--- config.mk ---
export PLATFORM = sky130hd
export DESIGN_NAME = adctt_cfg
export DESIGN_NICKNAME = d
export VERILOG_FILES = /design/src/sv/adctt_pkg.sv /design/src/sv/adctt_cfg.sv
export SDC_FILE = /design/constraint.sdc
export NUM_CORES = 1
export LEC_CHECK = 0
export CAP_MARGIN = 25
export CORE_ASPECT_RATIO = 0.6
export CORE_MARGIN = 1
export CORE_UTILIZATION = 32
export CTS_CLUSTER_DIAMETER = 30
export CTS_CLUSTER_SIZE = 24
export DETAILED_ROUTE_END_ITERATION = 10
export DONT_BUFFER_PORTS = 1
export SETUP_SLACK_MARGIN = 0.1
export SYNTH_ARGS = -nofsm -noshare
export SYNTH_HDL_FRONTEND = slang
export SYNTH_SLANG_ARGS = --single-unit
--- constraint.sdc ---
create_clock -name i_clk -period 8.38 [get_ports i_clk]
set_input_delay 1.676 -clock i_clk [delete_from_list [all_inputs] [get_ports i_clk]]
set_output_delay 1.676 -clock i_clk [all_outputs]
set_load 0.01 [all_outputs]
--- src/sv/adctt_pkg.sv ---
package adctt_pkg;

    // warm-up length and the widths that follow from the field ranges
    localparam int unsigned WARMUP_SAMPLES = 4;
    localparam int unsigned WARMUP_SHIFT   = $clog2(WARMUP_SAMPLES);
    localparam int unsigned CNT_W          = 3;
    localparam int unsigned ADC_W          = 10;
    localparam int unsigned AVG_W          = 12;
    localparam int unsigned OFS_W          = 16;
    localparam int unsigned HALF_W         = OFS_W - 1;
    localparam int unsigned D_W            = 17;
    localparam int unsigned G_W            = 14;
    localparam int unsigned P_W            = D_W + G_W;
    localparam int unsigned MAG_W          = 27;
    localparam int unsigned X_W            = MAG_W - 2;
    localparam int unsigned RECIP_W        = 26;
    localparam int unsigned RECIP_SH       = 30;
    localparam int unsigned QP_W           = X_W + RECIP_W;
    localparam int unsigned Q_W            = QP_W - RECIP_SH;
    localparam int unsigned TEMP_W         = 16;
    localparam int unsigned BYTE_W         = 8;

    // divide by 25 after a shift by two: x / 100 == ((x >> 2) * RECIP) >> shift
    localparam logic [RECIP_W-1:0] RECIP_25   = 26'd42949673;
    localparam logic [14:0]        G_RECIP_25 = 15'd20972;
    localparam int unsigned        G_RECIP_SH = 19;

    // register map, index = paddr[4:2]
    localparam int unsigned APB_AW = 5;
    localparam logic [2:0] REG_CAL_OFFSET    = 3'd0;
    localparam logic [2:0] REG_CAL_GAIN      = 3'd1;
    localparam logic [2:0] REG_CHANGE_ALARM  = 3'd2;
    localparam logic [2:0] REG_PIN_SELECT    = 3'd3;
    localparam logic [2:0] REG_SWITCH_LOW    = 3'd4;
    localparam logic [2:0] REG_SWITCH_HIGH   = 3'd5;
    localparam logic [2:0] REG_ALARM_LOW     = 3'd6;
    localparam logic [2:0] REG_ALARM_HIGH    = 3'd7;

    localparam logic [BYTE_W-1:0] THRESH_OFF     = 8'hFF;
    localparam logic [BYTE_W-1:0] PIN_SEL_LIMIT  = 8'd9;
    localparam logic [BYTE_W-1:0] PIN_DIRECT_MAX = 8'd2;

    typedef struct packed {
        logic signed [OFS_W-1:0] cal_offset;
        logic signed [G_W-1:0]   gain_scale;
        logic                    change_alarm_enable;
        logic [BYTE_W-1:0]       pin_select;
        logic [BYTE_W-1:0]       switch_low;
        logic [BYTE_W-1:0]       switch_high;
        logic [BYTE_W-1:0]       alarm_low;
        logic [BYTE_W-1:0]       alarm_high;
    } t_cfg;

    typedef struct packed {
        logic                  tvalid;
        logic [ADC_W-1:0]      filt;
        logic signed [D_W-1:0] diff;
    } t_filt_beat;

    typedef struct packed {
        logic                  tvalid;
        logic [ADC_W-1:0]      filt;
        logic signed [P_W-1:0] prod;
    } t_prod_beat;

    typedef struct packed {
        logic             tvalid;
        logic [ADC_W-1:0] filt;
        logic             neg;
        logic [Q_W-1:0]   quot;
    } t_quot_beat;

    // trunc(gain / 100) * 16, truncation toward zero
    function automatic logic signed [G_W-1:0] gain_scale(input logic signed [OFS_W-1:0] gain);
        logic [OFS_W-1:0]  mag;
        logic [13:0]       x;
        logic [28:0]       prod;
        logic [8:0]        q;
        logic [G_W-1:0]    g;
        mag  = gain[OFS_W-1] ? OFS_W'(-gain) : OFS_W'(gain);
        x    = mag[OFS_W-1:2];
        prod = x * G_RECIP_25;
        q    = prod[G_RECIP_SH+8:G_RECIP_SH];
        g    = {1'b0, q, 4'b0000};
        return gain[OFS_W-1] ? G_W'(-g) : g;
    endfunction

endpackage

--- src/sv/adctt_cfg.sv ---
module adctt_cfg (
    input  logic                             i_clk,
    input  logic                             i_rst_n,
    input  logic                             psel,
    input  logic                             penable,
    input  logic                             pwrite,
    input  logic [adctt_pkg::APB_AW-1:0]     paddr,
    input  logic [31:0]                      pwdata,
    output logic [31:0]                      prdata,
    output logic                             pready,
    output adctt_pkg::t_cfg                  o_cfg
);

    logic signed [15:0]                  r_cal_offset;
    logic signed [15:0]                  r_cal_gain;
    logic signed [adctt_pkg::G_W-1:0]    r_gain_scale;
    logic                                r_change_alarm;
    logic [7:0]                          r_pin_select;
    logic [7:0]                          r_switch_low;
    logic [7:0]                          r_switch_high;
    logic [7:0]                          r_alarm_low;
    logic [7:0]                          r_alarm_high;
    logic                                wr;
    logic [2:0]                          idx;

    assign wr     = psel & penable & pwrite;
    assign idx    = paddr[4:2];
    assign pready = 1'b1;

    always_ff @(posedge i_clk) begin
        if (!i_rst_n) begin
            r_cal_offset   <= '0;
            r_cal_gain     <= '0;
            r_gain_scale   <= '0;
            r_change_alarm <= 1'b0;
            r_pin_select   <= 8'd255;
            r_switch_low   <= 8'd255;
            r_switch_high  <= 8'd255;
            r_alarm_low    <= 8'd18;
            r_alarm_high   <= 8'd22;
        end else if (wr) begin
            unique case (idx)
                adctt_pkg::REG_CAL_OFFSET:   r_cal_offset <= pwdata[15:0];
                adctt_pkg::REG_CAL_GAIN: begin
                    r_cal_gain   <= pwdata[15:0];
                    // scale factor is settled at write time
                    r_gain_scale <= adctt_pkg::gain_scale(pwdata[15:0]);
                end
                adctt_pkg::REG_CHANGE_ALARM: r_change_alarm <= pwdata[0];
                adctt_pkg::REG_PIN_SELECT:   r_pin_select   <= pwdata[7:0];
                adctt_pkg::REG_SWITCH_LOW:   r_switch_low   <= pwdata[7:0];
                adctt_pkg::REG_SWITCH_HIGH:  r_switch_high  <= pwdata[7:0];
                adctt_pkg::REG_ALARM_LOW:    r_alarm_low    <= pwdata[7:0];
                adctt_pkg::REG_ALARM_HIGH:   r_alarm_high   <= pwdata[7:0];
            endcase
        end
    end

    always_comb begin
        unique case (idx)
            adctt_pkg::REG_CAL_OFFSET:   prdata = {16'h0000, r_cal_offset};
            adctt_pkg::REG_CAL_GAIN:     prdata = {16'h0000, r_cal_gain};
            adctt_pkg::REG_CHANGE_ALARM: prdata = {31'h0, r_change_alarm};
            adctt_pkg::REG_PIN_SELECT:   prdata = {24'h0, r_pin_select};
            adctt_pkg::REG_SWITCH_LOW:   prdata = {24'h0, r_switch_low};
            adctt_pkg::REG_SWITCH_HIGH:  prdata = {24'h0, r_switch_high};
            adctt_pkg::REG_ALARM_LOW:    prdata = {24'h0, r_alarm_low};
            adctt_pkg::REG_ALARM_HIGH:   prdata = {24'h0, r_alarm_high};
        endcase
    end

    assign o_cfg.cal_offset          = r_cal_offset;
    assign o_cfg.gain_scale          = r_gain_scale;
    assign o_cfg.change_alarm_enable = r_change_alarm;
    assign o_cfg.pin_select          = r_pin_select;
    assign o_cfg.switch_low          = r_switch_low;
    assign o_cfg.switch_high         = r_switch_high;
    assign o_cfg.alarm_low           = r_alarm_low;
    assign o_cfg.alarm_high          = r_alarm_high;

endmodule

==> results of run 1 <==
## metrics by stage
stage          area [sq um]  utilization  power (W)  setup TNS (ns)  hold slack, ns
2_1_floorplan          7750            -    0.00236               0           0.433
3_3_place_gp           8240        0.354    0.00353           -1.05           0.442
3_5_place_dp           8250        0.354    0.00358           -1.01           0.451
4_1_cts                8540        0.367    0.00402               0           0.461
5_1_grt                8880        0.381    0.00524               0           0.484
6_report               8880        0.381    0.00478               0           0.457
## cell type report
| class | instances | area (sq um) |
|---|---|---|
| fillers | 2369 | 14400 |
| multi-input cells | 663 | 5610 |
| flip-flops and latches | 83 | 1660 |
| repair buffers | 63 | 484 |
| inverters | 118 | 443 |
| well taps | 315 | 394 |
| clock buffers | 11 | 253 |
| clock inverters | 5 | 35.0 |
## timing repair
item                                    CTS  global route
endpoints found under the setup margin    0             9
setup buffers                             0             6
resized for setup                         0            63
## flip-flops by register name, summed over array words and instances (netlist names)
signal / flops
r_alarm_high: 8
r_alarm_low: 8
r_cal_gain: 16
r_cal_offset: 16
r_change_alarm: 1
r_gain_scale: 10
r_pin_select: 8
r_switch_high: 8
r_switch_low: 8
## logic make-up (layout without fill, tap and decap cells)
| kind of cell | after synthesis | count (layout) |
|---|---|---|
| AOI/OAI and AO/OA | 145 | 145 |
| xor gates and xnor gates | 39 | 39 |
| adders and majority gates | 154 | 154 |
| buffers and inverters | 179 | 197 |
| DFF | 83 | 83 |
| muxes | 47 | 47 |
| other | 2 | 21 |
| and+or+nand+nor | 257 | 257 |
## per-layer routing
layer  up-vias  share of wire  global-route usage
met5         -              0                   0
met1      3019           0.54               0.297
met3        17           0.10              0.0712
li1       3003              -                   -
met4         0         0.0057              0.0170
met2       219           0.36               0.209
## cell usage after synthesis (22+ instances only)
master                     instances
sky130_fd_sc_hd__nand3_1          22
sky130_fd_sc_hd__xnor2_1          25
sky130_fd_sc_hd__o21ai_0          35
sky130_fd_sc_hd__nand2_1         141
sky130_fd_sc_hd__mux2i_1          42
sky130_fd_sc_hd__buf_4            22
sky130_fd_sc_hd__inv_1           116
sky130_fd_sc_hd__clkbuf_1         36
sky130_fd_sc_hd__a21oi_1          60
sky130_fd_sc_hd__nor2_1           50
sky130_fd_sc_hd__dfxtp_1          83
sky130_fd_sc_hd__ha_1             98
sky130_fd_sc_hd__fa_1             56
## critical path, stage by stage
cell                        delay, ns
sky130_fd_sc_hd__or4_4           0.59
sky130_fd_sc_hd__or4_4           0.54
sky130_fd_sc_hd__nand2b_4        0.18
sky130_fd_sc_hd__nor4_4          0.40
sky130_fd_sc_hd__nand2b_4        0.23
sky130_fd_sc_hd__xnor2_4         0.12
sky130_fd_sc_hd__buf_6           0.15
sky130_fd_sc_hd__ha_4            0.21
sky130_fd_sc_hd__fa_2            0.57
sky130_fd_sc_hd__fa_1            0.43
sky130_fd_sc_hd__fa_1            0.53
sky130_fd_sc_hd__inv_2           0.04
sky130_fd_sc_hd__fa_1            0.47
sky130_fd_sc_hd__inv_1           0.06
sky130_fd_sc_hd__ha_4            0.17
sky130_fd_sc_hd__buf_4           0.14
sky130_fd_sc_hd__a2111oi_2       0.23
sky130_fd_sc_hd__o21ai_1         0.17
sky130_fd_sc_hd__o211ai_1        0.14
sky130_fd_sc_hd__and3_4          0.26
sky130_fd_sc_hd__xnor2_4         0.07
sky130_fd_sc_hd__or3_4           0.43
sky130_fd_sc_hd__o31ai_2         0.25
sky130_fd_sc_hd__xnor2_1         0.18
sky130_fd_sc_hd__a21oi_1         0.10
## path summary, 6_finish.rpt
check,slack (ns),cells past startpoint,end
worst min register to register,0.46,2,r_cal_gain[6]$_SDFFE_PN0P_
worst min-delay path,0.46,2,r_cal_gain[6]$_SDFFE_PN0P_
worst max-delay path,0.22,25,r_gain_scale[9]$_SDFFE_PN0P_
worst max register to register,7.58,2,r_gain_scale[6]$_SDFFE_PN0P_
## power by group
group | switching, W | leakage, nW | total (W) | internal (W)
registers | 0.00000585 | 0.671 | 0.000405 | 0.000399
clock network | 0.000169 | 0.142 | 0.000387 | 0.000218
logic | 0.00203 | 3.15 | 0.00399 | 0.00196
==> results.txt, run 1 <==
- For this run, the number of Yosys warnings is 0.
- CTS tree: built
- The first global-routing pass estimated 33,800 um of wire.
- Actual slew at the worst max-slew pin: 1.08 ns
- The biggest area contributor in the post-synthesis netlist is sky130_fd_sc_hd__dfxtp_1.
* Leading cell type in the layout, fill and taps excluded: sky130_fd_sc_hd__nand2_1
* Fraction of layout instances using a drive strength above 1: 0.156
* Classification of the worst setup path: input port to flop
* Total power density per cell area: 539 nW/um^2
* Dominant cells by area after synthesis: sky130_fd_sc_hd__dfxtp_1, sky130_fd_sc_hd__ha_1, sky130_fd_sc_hd__fa_1, sky130_fd_sc_hd__nand2_1, sky130_fd_sc_hd__inv_1
- Of the synthesized area, sequential elements account for 0.217.
- Of the total synthesized cell area, the portion taken by XOR and XNOR cells is 0.0466.
- At the worst endpoint, the required time is 8.59 ns.
* Crit path arrival time: 8.38 ns
* Netlist area before placement: 7660 sq um
* Maximum number of pins on one net before global-route repair: 46
* Setup repair after global routing missed its margin: true
- H-Tree Depth: 3
- For this design, the sink count on the clock tree is 83.
* Worst supply voltage drop on vdd: 0.000546 V
* # diodes: 0
- Area share of the leading cell type in the synthesized netlist: 0.217
* Overall Global Routing Usage: 0.180
- Area Growth Syn to Fin: 16.0%
* Number of endpoints failing setup at the final stage: 0
- In this run the vertical extent of the chip is 122 um.
- Critical Path Sink Type: flop
- Dividing the detail-routed wire length by the instance count gives 17.9 um.
- The congestion estimate from routability-driven global placement came to 0.909.
- Maximum Capacitance Violations: 0
* Clock tree skew after final layout: 0 ns
- Core region area: 23,300 sq um
- Basic-gate share of the synthesized area counting and, or, nand and nor cells: 0.150
- Worst setup margin: 0.217 ns
- After detailed routing, the number of remaining DRC violations is 0.
- The hold violation total from the final report is 0.
- Initial Utilization: 0.329
* Leakage power total: 3.96 nW
* Outcome: complete, no violations
* Placement row count: 43
- Die X: 202 um
- Type of the most critical hold path: flop to flop
- The area fraction in compound gates after synthesis is 0.114.
- Max FO, Critical Path: 9
- The portion of synthesized area spent on multiplexers is 0.0652.
- No sink is reached through more buffers than the 2 on the longest clock path.
- For this run, the detailed router's first-pass iteration total came to 4.
* Final Non-Filler Cells: 1,258
- In the synthesized netlist the dominant register cell turns out to be sky130_fd_sc_hd__dfxtp_1.
* Number of nets at the end of the flow: 1,134
- Number of design-rule violations left by the first detailed-router iteration: 458
- Post-synth cell types: 62
* # port buffers: 0
- Of the total synthesized cell area, the portion taken by full adders, half adders and majority gates is 0.307.
* Total global routing overflow: 0
- The number of global-route vias before repair is 5,759.
- The detail route stage leaves a number of antenna-violating nets equal to 0.
- Once placement completed, the tool counted placed cells totaling 1,236.
* Startpoint of the tightest hold check path: r_cal_gain[6]$_SDFFE_PN0P_
- The routed layout has 6,258 vias.
- The synthesized design contains 83 register bits.
* Place WS: -0.196 ns
- Mapped Cells: 906
* EDFF count, synth: 0
- Share of the clock period used by the worst path after layout: 0.974
- Number of buffers inserted during clock tree synthesis: 9
- Averaged over all synthesized cells, the footprint is 8.45 sq um.
- After clock tree synthesis, the clock-pin slew on the worst setup and hold paths is 0.06 ns.
* Hold-fix buffers, CTS: 0
* Root buffer selected by CTS: sky130_fd_sc_hd__clkbuf_16
- Highest-count cells in the layout ignoring fill and taps: sky130_fd_sc_hd__nand2_1, sky130_fd_sc_hd__inv_1, sky130_fd_sc_hd__ha_1, sky130_fd_sc_hd__dfxtp_1, sky130_fd_sc_hd__buf_4
- Startpoint of the lowest-slack register-to-register path: r_gain_scale[6]$_SDFFE_PN0P_
- In this run the tightest slew margin relative to its limit is 0.274.
- Summed over all layers, the routed wires come to 22,500 um.
* CP startpoint kind: input port
- I/O pins: 146
- The wire-length estimate of the detail-placed layout is 18,100 um.
* Initial antenna violation count: 0
* Final critical-path required period: 8.16 ns
- The floorplan step defined a die boundary enclosing 24,600 sq um.
* Final Slew Violations: 0
- Async set or reset register ratio after synthesis: 0
- Fmax: 123 MHz
- At the later pin of the worst-skew pair, clock insertion delay measures 0.35 ns.
- The critical path starts at pwdata[3].
- Combinational family with the most area after synthesis: adder cells
- Using the TritonRoute via totals, the vias-per-cell ratio works out to 4.97.
Power figures use the tool's default switching activity.
==> run 2: changes to the inputs <==
--- a/config.mk
+++ b/config.mk
@@ -8,12 +8,14 @@
 export CAP_MARGIN = 25
 export CORE_ASPECT_RATIO = 0.6
 export CORE_MARGIN = 1
-export CORE_UTILIZATION = 32
+export CORE_UTILIZATION = 50
 export CTS_CLUSTER_DIAMETER = 30
 export CTS_CLUSTER_SIZE = 24
 export DETAILED_ROUTE_END_ITERATION = 10
 export DONT_BUFFER_PORTS = 1
+export PLACE_DENSITY = 0.68
 export SETUP_SLACK_MARGIN = 0.1
+export SKIP_LAST_GASP = 1
 export SYNTH_ARGS = -nofsm -noshare
 export SYNTH_HDL_FRONTEND = slang
 export SYNTH_SLANG_ARGS = --single-unit
==> run 2 against run 1 <==
Against the previous run: total power decreased by 10%; register-to-register slack about the same; maximum frequency increased by 0.65%; design area decreased by 3.4%; core utilization increased by 20 points; clock-buffer cell count unchanged; via count decreased by 0.30%; final cell count decreased by 10%; critical path depth unchanged; sequential power about the same; setup slack improved by 0.053 ns; critical endpoint is now r_gain_scale[11]$_SDFFE_PN0P_; largest power group unchanged.
==> results.txt, run 2 (same netlist as run 1, synthesis figures left out) <==
- Outcome: complete, no violations
- After clock tree synthesis, the clock-pin slew on the worst setup and hold paths is 0.06 ns.
* Remaining antenna violation count after routing: 0
* Internal reg-to-reg setup slack: 7.57 ns
- Final weighted congestion of routability-driven global placement: 0.913
- DIE AREA: 15,800 sq um
- Fmax: 123 MHz
- Max FO, Critical Path: 11
* Seq pwr share: 0.094
- The total count of max-transition violations in the final report came to 0.
* I/O pins: 146
- The area growth from synthesis to layout is 12.0%.
- Depth of the worst hold-timing path: 2
* Leakage power total: 3.93 nW
- After detailed routing, the number of vias per cell comes to 5.51.
- In the final layout, the registers with the most flip-flops are r_cal_gain x16, r_cal_offset x16, r_gain_scale x10.
* Slew Limit Headroom: 0.452
- At the pin with the least slew margin, the transition time is 0.819 ns.
- Root buffer selected by CTS: sky130_fd_sc_hd__clkbuf_16
- Leaving out fill and tap cells, the most frequent cells in the layout are sky130_fd_sc_hd__nand2_1, sky130_fd_sc_hd__inv_1, sky130_fd_sc_hd__ha_1, sky130_fd_sc_hd__dfxtp_1, sky130_fd_sc_hd__a21oi_1.
- In the final design database the tool counted 1,127 nets.
- Entering global routing, the biggest net connects 41 pins.
- The library cell used most frequently in the layout, excluding fill and tap cells, is sky130_fd_sc_hd__nand2_1.
- H-Tree Depth: 3
* Bufs on Longest Clock Path: 2
* Final Non-Filler Cells: 1,132
- The min-delay analysis places its worst path in the category flop to flop.
- Clock skew on the completed layout was measured at 0 ns.
* Net load switching power: 0.00196 W
- Initial DRT Pass Iterations: 5
- Power, Total: 0.00430 W
* # diodes: 0
- TritonCTS built the clock tree.
- # port buffers: 0
* Depth of the worst register-to-register path: 3
- Share of the clock period used by the worst path after layout: 0.968
- Number of global-route vias before repair: 5,999
* Setup Total Neg Slack: 0 ns
- First-pass GRT wire length: 32,400 um
- Including well taps, the total number of placed cells is 1,112.
- Filler instances: 1,351
- Switching power share of the total: 0.457
- Die X: 162 um
* Post-route standard cell area excluding fillers: 8580 sq um
- Across all layers, the routed design uses 6,239 vias.
- Total length of routed wires: 20,300 um
- Count of endpoints failing hold in the final timing report: 0
- Internal power component: 0.00233 W
- Fraction of layout instances using a drive strength above 1: 0.121
- Total number of clock tree sinks: 83
- Detailed placement ended at an HPWL of 16,300 um.
* Placement row count: 34
- Data required time of the critical path: 8.59 ns
* Worst supply voltage drop on vdd: 0.000586 V
* Wirelength per Cell: 17.9 um
* Crit path arrival time: 8.32 ns
- The placed instances occupy a cell area of 8060 sq um.
- Counting the buffers created by CTS gives 9.
* WHS Endpoint: r_cal_gain[5]$_SDFFE_PN0P_
- Remaining design rule violation count: 0
* Core region area: 14,700 sq um
- In the global route stage, overall resource usage came out at 0.262.
* Number of endpoints failing setup at the final stage: 0
* CP startpoint kind: input port
- Setup repair after global routing could not meet its margin everywhere.
- Critical Path Sink Type: flop
- Of the total power, combinational logic draws 0.809.
- Clock latency on the worst-skew pair, taken at its later pin, is 0.34 ns.
* Initial antenna violation count: 0
* Total global routing overflow: 0
* Vert. Die Dim: 97.9 um
* Final Core Density: 0.583
* Critical register-to-register path endpoint: r_gain_scale[13]$_SDFFE_PN0P_
- Initial Utilization: 0.520
- Final critical-path required period: 8.11 ns
- Startpoint of the tightest hold check path: r_cal_gain[5]$_SDFFE_PN0P_
- Number of design-rule violations left by the first detailed-router iteration: 595
- Hold-fix buffers, CTS: 0
* Classification of the worst setup path: input port to flop
- Total power density per cell area: 501 nW/um^2
- The share of total power dissipated in the clock network is 0.097.
- The startpoint identified for the worst register-to-register timing path is r_gain_scale[13]$_SDFFE_PN0P_.
* Maximum Capacitance Violations: 0
[run 2: stage by stage]
| step | setup slack [ns] | hold WS, ns |
|---|---|---|
| after floorplan | 0.0934 | 0.433 |
| after global placement | -0.198 | 0.443 |
| after detailed placement | -0.192 | 0.445 |
| after CTS | 0.128 | 0.454 |
| after global routing | 0.0228 | 0.488 |
| final | 0.270 | 0.455 |
[run 2: area by class of cell]
cell class / instances / area (sq um) / share of cell area
Inverter: 118 / 443 / 0.0516
Multi-Input combinational cell: 663 / 5500 / 0.641
Timing Repair Buffer: 56 / 432 / 0.0503
Sequential cell: 83 / 1660 / 0.194
Clock inverter: 3 / 65.1 / 0.00758
Clock buffer: 11 / 233 / 0.0271
Tap cell: 198 / 248 / 0.0289
[run 2: worst max-delay path by stage]
stage	from	endpoint	slack [ns]
2_1_floorplan	pwdata[2]	r_gain_scale[12]$_SDFFE_PN0P_	0.09
3_3_place_gp	pwdata[0]	r_gain_scale[11]$_SDFFE_PN0P_	-0.20
3_5_place_dp	pwdata[0]	r_gain_scale[9]$_SDFFE_PN0P_	-0.19
4_1_cts	pwdata[0]	r_gain_scale[9]$_SDFFE_PN0P_	0.13
5_1_grt	pwdata[0]	r_gain_scale[11]$_SDFFE_PN0P_	0.02
6_report	pwdata[0]	r_gain_scale[11]$_SDFFE_PN0P_	0.27
[run 2: timing repair]
| action | in CTS | in global routing |
|---|---|---|
| endpoints found under the setup margin | 1 | 9 |
| pin swaps | 0 | 14 |
| setup buffers | 0 | 4 |
| cloned | 0 | 0 |
| resized for setup | 1 | 35 |
[run 2: power groups by stage]
| stage | Clock (W) | Sequential [W] | Combinational, W |
|---|---|---|---|
| after floorplan | 0 | 0.000412 | 0.00195 |
| after global placement | 0 | 0.000413 | 0.00302 |
| after detailed placement | 0 | 0.000413 | 0.00306 |
| after CTS | 0.000418 | 0.000404 | 0.00310 |
| after global routing | 0.000434 | 0.000405 | 0.00390 |
| final | 0.000415 | 0.000405 | 0.00348 |
[run 2: critical path: stages]
cell and delay (ns):
sky130_fd_sc_hd__or4_4 0.57, sky130_fd_sc_hd__or4_4 0.51, sky130_fd_sc_hd__nand2b_4 0.19, sky130_fd_sc_hd__o31ai_1 0.21, sky130_fd_sc_hd__buf_4 0.17, sky130_fd_sc_hd__xor2_4 0.19, sky130_fd_sc_hd__buf_6 0.17, sky130_fd_sc_hd__xor2_4 0.19
sky130_fd_sc_hd__fa_1 0.48, sky130_fd_sc_hd__fa_1 0.50, sky130_fd_sc_hd__fa_1 0.51, sky130_fd_sc_hd__inv_1 0.06, sky130_fd_sc_hd__fa_1 0.53, sky130_fd_sc_hd__inv_1 0.04, sky130_fd_sc_hd__ha_1 0.30, sky130_fd_sc_hd__and4_4 0.25
sky130_fd_sc_hd__nand3_1 0.10, sky130_fd_sc_hd__a211o_1 0.27, sky130_fd_sc_hd__and3_4 0.18, sky130_fd_sc_hd__buf_4 0.13, sky130_fd_sc_hd__a21oi_1 0.28, sky130_fd_sc_hd__a221oi_4 0.13, sky130_fd_sc_hd__o41ai_2 0.37, sky130_fd_sc_hd__xnor2_1 0.19
sky130_fd_sc_hd__a21oi_1 0.10
[run 2: routing by layer]
metal / global-route usage / part of all wire
met1: 0.413 / 0.51
met2: 0.338 / 0.38
met3: 0.0969 / 0.11
met4: 0.0327 / 0.0046
met5: 0 / 0
